`src/hw/rtl/tlpl_pkg.sv`:
```
package tlpl_pkg;

    localparam int PAGE_BYTES    = 256;
    localparam int VIRTUAL_PAGES = 16;
    localparam int FRAME_COUNT   = 8;
    localparam int TLB_ENTRIES   = 4;

    localparam int VA_W     = 12;
    localparam int OFFSET_W = $clog2(PAGE_BYTES);
    localparam int PAGE_W   = $clog2(VIRTUAL_PAGES);
    localparam int FRAME_W  = $clog2(FRAME_COUNT);
    localparam int PA_W     = FRAME_W + OFFSET_W;
    localparam int SLOT_W   = (TLB_ENTRIES > 1) ? $clog2(TLB_ENTRIES) : 1;
    localparam int COUNT_W  = $clog2(FRAME_COUNT + 1);

    // Changes applied to the TLB when an item completes.
    typedef struct packed {
        logic               load;
        logic [PAGE_W-1:0]  page;
        logic [FRAME_W-1:0] frame;
        logic               inval;
        logic [PAGE_W-1:0]  inval_page;
    } tlb_upd_t;

    // Lookup result of the TLB for the item in flight.
    typedef struct packed {
        logic               hit;
        logic [SLOT_W-1:0]  slot;
        logic [FRAME_W-1:0] frame;
        logic [SLOT_W-1:0]  fill_slot;
    } tlb_look_t;

endpackage

```
`src/hw/rtl/tlpl_tlb.sv`:
```
module tlpl_tlb
    import tlpl_pkg::*;
(
    input  logic              aclk,
    input  logic              aresetn,
    input  logic [PAGE_W-1:0] lookup_page,
    input  tlb_upd_t          upd,
    output tlb_look_t         look
);

    logic [TLB_ENTRIES-1:0] valid_reg;
    logic [TLB_ENTRIES-1:0] valid_next;
    logic [PAGE_W-1:0]      page_reg  [TLB_ENTRIES];
    logic [FRAME_W-1:0]     frame_reg [TLB_ENTRIES];
    logic [SLOT_W-1:0]      fill_reg;
    logic [SLOT_W-1:0]      fill_next;

    // Fully associative search; the lowest matching entry wins.
    always_comb begin
        look           = '0;
        look.fill_slot = fill_reg;
        for (int i = TLB_ENTRIES - 1; i >= 0; i--) begin
            if (valid_reg[i] && page_reg[i] == lookup_page) begin
                look.hit   = 1'b1;
                look.slot  = SLOT_W'(i);
                look.frame = frame_reg[i];
            end
        end
    end

    // The invalidation of an evicted page comes first, so a load into the
    // same entry leaves it valid.
    always_comb begin
        for (int i = 0; i < TLB_ENTRIES; i++) begin
            valid_next[i] = valid_reg[i];
            if (upd.inval && page_reg[i] == upd.inval_page) begin
                valid_next[i] = 1'b0;
            end
            if (upd.load && fill_reg == SLOT_W'(i)) begin
                valid_next[i] = 1'b1;
            end
        end
        fill_next = fill_reg;
        if (upd.load) begin
            fill_next = (fill_reg == SLOT_W'(TLB_ENTRIES - 1)) ? '0 : fill_reg + 1'b1;
        end
    end

    always_ff @(posedge aclk) begin
        if (!aresetn) begin
            valid_reg <= '0;
            fill_reg  <= '0;
        end else begin
            valid_reg <= valid_next;
            fill_reg  <= fill_next;
        end
    end

    always_ff @(posedge aclk) begin
        if (upd.load) begin
            page_reg[fill_reg]  <= upd.page;
            frame_reg[fill_reg] <= upd.frame;
        end
    end

endmodule

```
`src/hw/rtl/tlpl_lru.sv`:
```
module tlpl_lru
    import tlpl_pkg::*;
(
    input  logic               aclk,
    input  logic               aresetn,
    input  logic               touch_en,
    input  logic [FRAME_W-1:0] touch_frame,
    output logic [COUNT_W-1:0] count,
    output logic [FRAME_W-1:0] oldest
);

    // Recency order of the occupied frames, least recently used at entry 0.
    // Frames and resident pages map one to one, so frames stand for pages.
    logic [FRAME_W-1:0] list_reg  [FRAME_COUNT];
    logic [FRAME_W-1:0] list_next [FRAME_COUNT];
    logic [FRAME_W-1:0] upper     [FRAME_COUNT];
    logic [FRAME_COUNT-1:0] shift;
    logic [COUNT_W-1:0] count_reg;
    logic [COUNT_W-1:0] count_next;
    logic               found;

    for (genvar g = 0; g < FRAME_COUNT; g++) begin : g_upper
        if (g < FRAME_COUNT - 1) begin : g_mid
            assign upper[g] = list_reg[g + 1];
        end else begin : g_last
            assign upper[g] = '0;
        end
    end

    // Every entry at or above the match moves down one place.
    always_comb begin
        found = 1'b0;
        for (int i = 0; i < FRAME_COUNT; i++) begin
            if (COUNT_W'(i) < count_reg && list_reg[i] == touch_frame) begin
                found = 1'b1;
            end
            shift[i] = found;
        end
    end

    always_comb begin
        for (int i = 0; i < FRAME_COUNT; i++) begin
            list_next[i] = list_reg[i];
            if (found) begin
                if (COUNT_W'(i + 1) == count_reg) begin
                    list_next[i] = touch_frame;
                end else if (shift[i] && COUNT_W'(i + 1) < count_reg) begin
                    list_next[i] = upper[i];
                end
            end else if (COUNT_W'(i) == count_reg) begin
                list_next[i] = touch_frame;
            end
        end
        count_next = count_reg;
        if (!found && count_reg < COUNT_W'(FRAME_COUNT)) begin
            count_next = count_reg + 1'b1;
        end
    end

    always_ff @(posedge aclk) begin
        if (!aresetn) begin
            count_reg <= '0;
        end else if (touch_en) begin
            count_reg <= count_next;
        end
    end

    always_ff @(posedge aclk) begin
        if (touch_en) begin
            list_reg <= list_next;
        end
    end

    assign count  = count_reg;
    assign oldest = list_reg[0];

endmodule

```
`src/hw/rtl/tlb_paging_lru_translator.sv`:
```
// Address translator: a small FIFO-refilled TLB in front of a demand-paged
// page table with least-recently-used eviction.
// Input channel (s_valid/s_ready): one virtual address per item.
// Result channel (m_valid/m_ready): one result per item with the TLB hit and
// page fault flags, the frame, the physical address, the TLB entry used and
// the page evicted, if any.
// An accepted item waits in the input register while the lookup and update
// logic works on it, and enters the result register once that register is
// empty or being drained, so its result is registered. One item is
// taken per cycle as long as results are drained; the tables are read and
// updated in the same cycle, so each item sees the state its predecessor left.
// When the receiver stalls, the result register holds and the input register
// fills; s_ready drops once both are occupied, and rises again in the cycle
// m_ready returns.
// Reset (aresetn low, synchronous) empties the TLB, the page table and the
// recency list and drops both pipeline registers. The block is ready as
// soon as reset is released.
module tlb_paging_lru_translator
    import tlpl_pkg::*;
(
    input  logic               aclk,
    input  logic               aresetn,
    input  logic               s_valid,
    output logic               s_ready,
    input  logic [VA_W-1:0]    s_virtual_address,
    output logic               m_valid,
    input  logic               m_ready,
    output logic               m_tlb_hit,
    output logic               m_page_fault,
    output logic [FRAME_W-1:0] m_frame_number,
    output logic [PA_W-1:0]    m_physical_address,
    output logic [SLOT_W-1:0]  m_tlb_slot,
    output logic               m_evicted_valid,
    output logic [PAGE_W-1:0]  m_evicted_page
);

    logic                     in_valid_reg;
    logic [VA_W-1:0]          va_reg;
    logic                     out_valid_reg;
    logic                     hit_reg;
    logic                     fault_reg;
    logic [FRAME_W-1:0]       frame_reg;
    logic [PA_W-1:0]          pa_reg;
    logic [SLOT_W-1:0]        slot_reg;
    logic                     ev_valid_reg;
    logic [PAGE_W-1:0]        ev_page_reg;

    logic [VIRTUAL_PAGES-1:0] resident_reg;
    logic [VIRTUAL_PAGES-1:0] resident_next;
    logic [FRAME_W-1:0]       page_frame_reg [VIRTUAL_PAGES];
    logic [PAGE_W-1:0]        frame_page_reg [FRAME_COUNT];

    logic                     advance;
    logic [PAGE_W-1:0]        page;
    logic [OFFSET_W-1:0]      offset;
    tlb_look_t                look;
    tlb_upd_t                 upd;
    logic [COUNT_W-1:0]       lru_count;
    logic [FRAME_W-1:0]       lru_oldest;
    logic                     resident;
    logic                     fault;
    logic                     evict;
    logic [PAGE_W-1:0]        victim_page;
    logic [FRAME_W-1:0]       frame;

    assign advance = in_valid_reg && (!out_valid_reg || m_ready);
    assign s_ready = !in_valid_reg || advance;

    assign page   = va_reg[OFFSET_W +: PAGE_W];
    assign offset = va_reg[OFFSET_W-1:0];

    tlpl_tlb u_tlb (
        .aclk        (aclk),
        .aresetn     (aresetn),
        .lookup_page (page),
        .upd         (upd),
        .look        (look)
    );

    tlpl_lru u_lru (
        .aclk        (aclk),
        .aresetn     (aresetn),
        .touch_en    (advance),
        .touch_frame (frame),
        .count       (lru_count),
        .oldest      (lru_oldest)
    );

    // Frames are taken first-fit and never released, so the occupied frames
    // are always the lowest ones and the next free frame equals the count.
    always_comb begin
        resident    = resident_reg[page];
        fault       = !look.hit && !resident;
        evict       = fault && (lru_count == COUNT_W'(FRAME_COUNT));
        victim_page = frame_page_reg[lru_oldest];
        if (look.hit) begin
            frame = look.frame;
        end else if (resident) begin
            frame = page_frame_reg[page];
        end else if (evict) begin
            frame = lru_oldest;
        end else begin
            frame = lru_count[FRAME_W-1:0];
        end

        upd.load       = advance && !look.hit;
        upd.page       = page;
        upd.frame      = frame;
        upd.inval      = advance && evict;
        upd.inval_page = victim_page;

        resident_next = resident_reg;
        if (evict) begin
            resident_next[victim_page] = 1'b0;
        end
        if (fault) begin
            resident_next[page] = 1'b1;
        end
    end

    always_ff @(posedge aclk) begin
        if (!aresetn) begin
            in_valid_reg  <= 1'b0;
            out_valid_reg <= 1'b0;
            resident_reg  <= '0;
        end else begin
            if (s_ready) begin
                in_valid_reg <= s_valid;
            end
            if (advance) begin
                out_valid_reg <= 1'b1;
                resident_reg  <= resident_next;
            end else if (m_ready) begin
                out_valid_reg <= 1'b0;
            end
        end
    end

    always_ff @(posedge aclk) begin
        if (s_valid && s_ready) begin
            va_reg <= s_virtual_address;
        end
        if (advance) begin
            hit_reg      <= look.hit;
            fault_reg    <= fault;
            frame_reg    <= frame;
            pa_reg       <= {frame, offset};
            slot_reg     <= look.hit ? look.slot : look.fill_slot;
            ev_valid_reg <= evict;
            ev_page_reg  <= evict ? victim_page : '0;
            if (fault) begin
                page_frame_reg[page]  <= frame;
                frame_page_reg[frame] <= page;
            end
        end
    end

    assign m_valid            = out_valid_reg;
    assign m_tlb_hit          = hit_reg;
    assign m_page_fault       = fault_reg;
    assign m_frame_number     = frame_reg;
    assign m_physical_address = pa_reg;
    assign m_tlb_slot         = slot_reg;
    assign m_evicted_valid    = ev_valid_reg;
    assign m_evicted_page     = ev_page_reg;

    a_evict_needs_fault : assert property (@(posedge aclk) disable iff (!aresetn)
        m_valid && m_evicted_valid |-> m_page_fault && !m_tlb_hit)
        else $error("eviction reported without a page fault");

    a_count_bounded : assert property (@(posedge aclk) disable iff (!aresetn)
        lru_count <= COUNT_W'(FRAME_COUNT))
        else $error("recency count exceeds the frame count");

    a_evict_keeps_full : assert property (@(posedge aclk) disable iff (!aresetn)
        advance && evict |=> lru_count == COUNT_W'(FRAME_COUNT))
        else $error("frame table not full after an eviction");

    a_fault_grows : assert property (@(posedge aclk) disable iff (!aresetn)
        advance && fault && !evict |=> lru_count == $past(lru_count) + 1'b1)
        else $error("fault into a free frame did not grow the recency list");

endmodule
```
`config.mk`:
```
export PLATFORM = sky130hd
export DESIGN_NAME = tlb_paging_lru_translator
export DESIGN_NICKNAME = d
export VERILOG_FILES = /design/src/hw/rtl/tlpl_pkg.sv /design/src/hw/rtl/tlpl_tlb.sv /design/src/hw/rtl/tlpl_lru.sv /design/src/hw/rtl/tlb_paging_lru_translator.sv
export SDC_FILE = /design/constraint.sdc
export NUM_CORES = 1
export LEC_CHECK = 0
export BUFFER_PORTS_ARGS = -buffer_cell sky130_fd_sc_hd__buf_2
export CORE_ASPECT_RATIO = 0.7
export CORE_MARGIN = 2
export CORE_UTILIZATION = 30
export CTS_CLUSTER_DIAMETER = 30
export DETAILED_ROUTE_END_ITERATION = 8
export PLACE_DENSITY_LB_ADDON = 0.1
export RECOVER_POWER = 100
export SYNTH_ARGS = -nofsm -noshare
export SYNTH_HDL_FRONTEND = slang
export SYNTH_SLANG_ARGS = --single-unit
```
`constraint.sdc`:
```
create_clock -name aclk -period 4.05 [get_ports aclk]
set_input_delay 0.2025 -clock aclk [delete_from_list [all_inputs] [get_ports aclk]]
set_output_delay 0.2025 -clock aclk [all_outputs]
set_load 0.1 [all_outputs]
```
==> results.tsv <==
stage	metric	value	unit
cells_and_area	Ant. Diodes	0	
worst_setup_path	critical path required time	4.23	ns
logic_synthesis	synth warn	0	
die	starting density of the core	30.7	%
power	leak pwr	4.02	nW
grt	Total GRT Usage	15.3	%
cells_and_area	Final nets	784	
worst_setup_path	CP Class	reg -> reg	
cells_and_area	Layout Cells excl Fill	1152	
clock_network	Reg clk slew, reported paths	0.07	ns
power	logic gate share of total power	11.9	%
logic_synthesis	post-synthesis sequential area ratio	63.0	%
die	Core Area	0.0291	mm²
sta	final hold slack	0.0296	ns
power	net switching fraction of the power	25.3	%
route	Post-route DRC	0	
power	Flop pwr share	49.5	%
logic_synthesis	synth top area cells	edfxtp_1 55%, dfxtp_1 7.9%, mux4_2 6.1%	
sta	worst-margin pin slew	0.670	ns
logic_synthesis	Post-Synth Simple-Gate Area	8.69	%
die	Vert. Die Dim	148	µm
logic_synthesis	largest family of logic cells by synthesized area	multiplexers	
logic_synthesis	most frequent cell after synthesis	edfxtp_1	
sta	setup ws final	0.0356	ns
clock_network	CTS tree	done	
route	via/cell ratio	4.84	
logic_synthesis	#FFs+latches synth	199	
cells_and_area	Area Growth Syn to Fin	25.1	%
route	Total Wirelength	22900	µm
worst_setup_path	Worst setup EP type	flip-flop	
power	Psw	1.18	mW
logic_synthesis	leading cell types by count after synthesis	164 x edfxtp_1, 50 x nor2_1, 44 x o21a_1	
logic_synthesis	Post-Syn Area	0.00892	mm²
sta	final setup fails	0	
clock_network	clock buffer count from CTS	17	
sta	Clock Skews	0.00965	ns
job	Max-Cap Viols	0	
worst_setup_path	Worst Path Max Fanout	7	
sta	crit share post-route	99.1	%
place	Placed Cells	1089	
power	ratio of total power to cell area	418	mW/mm²
cells_and_area	final core utilization	38.4	%
clock_network	Clock Latency Late Sink	0.46	ns
sta	RSZ-0062 raised after global routing	true	
logic_synthesis	Adder-Cell Fraction of Synth Area	0.982	%
sta	Final Max Tran Viols	0	
die	num ports	41	
power	VDD IR max	277	µV
place	routability cong.	0.824	
die	width of the die	210	µm
logic_synthesis	Yosys top cell area share	55.2	%
status	status	complete, no violations	
place	Buffers on Ports	40	
sta	Achievable Freq	249	MHz
logic_synthesis	Post-Syn Nets	651	
clock_network	H-Tree Depth	4	
grt	first-pass GRT wire length	34800	µm
logic_synthesis	EDFF count, synth	164	
logic_synthesis	asr flop ratio synth	0	%
logic_synthesis	compound-cell area share of the yosys netlist	8.05	%
worst_setup_path	Startpoint Class	flip-flop	
grt	GR Overflow Total	0	
cells_and_area	ratio of cells with drive above 1 in the final layout	31.9	%
logic_synthesis	post-synthesis instance total	628	
route	Vias	5575	
hold_path	HP Class	in -> reg	
clock_network	clock root cell	clkbuf_16	
route	Starting DRT DRC Count	407	
route	Avg WL per Cell	19.9	µm
logic_synthesis	Post-synth top flop	edfxtp_1	
logic_synthesis	Mapped Avg Cell Area	14.2	µm²
sta	Period minus WS final	4.01	ns
clock_network	clock buffer depth	2	
clock_network	clk sinks	199	
logic_synthesis	distinct cell type count after synthesis	55	
worst_setup_path	Worst EP arrival	4.19	ns
grt	vias in the first global route	5544	
power	total power draw	4.66	mW
route	iteration count of the initial detailed-routing pass	5	
sta	Max-slew headroom	55.3	%
sta	final hold vios	0	
route	Antenna Nets Post-Route	0	
power	cell internal pwr	3.49	mW
cells_and_area	max FFs per register	48	
place	detailed placement HPWL	16500	µm
logic_synthesis	mux cell area share after synthesis	11.4	%
die	die area	0.0312	mm²
place	pre-CTS setup slack	-0.175	ns
logic_synthesis	Post-Synth XOR/XNOR Area	5.10	%
grt	largest net degree at the start of global routing	32	
logic_synthesis	Yosys top cell by area	edfxtp_1	
grt	initial antenna violation count	0	
power	clock power share	38.6	%
die	row count	52	
==> final timing paths <==
path	startpoint	endpoint	slack, ns	depth (start not counted)
max reg2reg	va_reg[11]$_DFFE_PP_	u_lru.list_reg[17]$_DFFE_PP_	0.04	18
max	va_reg[11]$_DFFE_PP_	u_lru.list_reg[17]$_DFFE_PP_	0.04	18
min reg2reg	va_reg[5]$_DFFE_PP_	m_physical_address[5]$_DFFE_PP_	0.42	0
min	s_valid	in_valid_reg$_SDFFE_PN0N_	0.03	3
==> power groups by stage <==
stage / clock network (mW) / registers [mW] / logic (mW)
floorplan: 0 / 2.40 / 0.286
global placement: 0 / 2.35 / 0.504
detailed placement: 0 / 2.36 / 0.504
CTS: 1.86 / 2.31 / 0.520
global route: 1.94 / 2.31 / 0.597
finish: 1.80 / 2.31 / 0.553
==> kinds of logic after synthesis <==
group                    Yosys count
adder cells (fa/ha/maj)            7
AO/OA/AOI/OAI                     98
XOR/XNOR                          52
AND/OR/NAND/NOR                  156
buffers and inverters             48
multiplexers                      68
flip-flops                       199
==> worst max-delay path: stages (launching register included) <==
cell and delay [ns]:
edfxtp_1 0.42, buf_6 0.17, mux4_2 0.34, mux2i_1 0.08, mux2_4 0.32, buf_4 0.15
buf_4 0.13, a211oi_4 0.31, nor2_4 0.11, buf_6 0.14, xnor2_1 0.10, or4_1 0.50
nand4_1 0.13, buf_4 0.16, nor2_8 0.06, buf_6 0.14, buf_6 0.12, a211oi_2 0.20
buf_4 0.16
==> cell type report <==
cell class                 instances  area, µm²
timing repair buffer             146       1110
fill                            2699      17900
sequential                       199       5630
tap                              378        473
multi-input combinational        381       3270
clock buffer                      19        433
inverter                          16       65.1
clock inverter                    13        185
==> timing repair <==
action | CTS | global route
gates cloned | 0 | 1
hold endpoints to repair | 14 | 0
setup buffers | 2 | 16
hold buffers | 12 | 0
pin swaps | 4 | 11
resized for setup | 8 | 45
setup endpoints to repair | 34 | 53
==> layout by cell type, fill, tap and decap left out, types with 4 or more instances in the layout <==
master           n
clkbuf_1         6
a21oi_1         12
edfxtp_1       164
dlygate4sd3_1   12
dfxtp_1         35
nand3_1         10
nor2b_1          9
ha_1             7
nor3_1          17
or2_2            4
buf_4           82
mux2_2          14
buf_6            8
xnor2_1         24
inv_1           14
nor2_1          47
nand4_1         10
or3_1            5
inv_6            5
and2_1           5
o21ai_0          9
mux2_4           8
nand2_1         24
mux4_2          24
o21a_1          44
mux2i_1         19
nand2b_1         6
xor2_1          25
buf_2           36
clkbuf_16       18
==> per-stage QoR <==
step           setup TNS, ns  cell area, µm²
2_1_floorplan         -0.314            8930
3_3_place_gp          -0.657           10000
3_5_place_dp           -2.53           10000
4_1_cts             -0.00970           10800
5_1_grt                -1.95           11200
6_report                   0           11200
==> layer usage <==
metal | share of wire (%) | wire, µm | vias up | global-route usage (%)
met5 | 0 | 0 | - | 0
met4 | 0.91 | 208 | 0 | 4.15
met3 | 4.5 | 1030 | 15 | 4.03
met2 | 43 | 9810 | 97 | 21.3
met1 | 52 | 11800 | 2840 | 23.2
li1 | - | - | 2623 | -
Power figures use the tool's default switching activity.
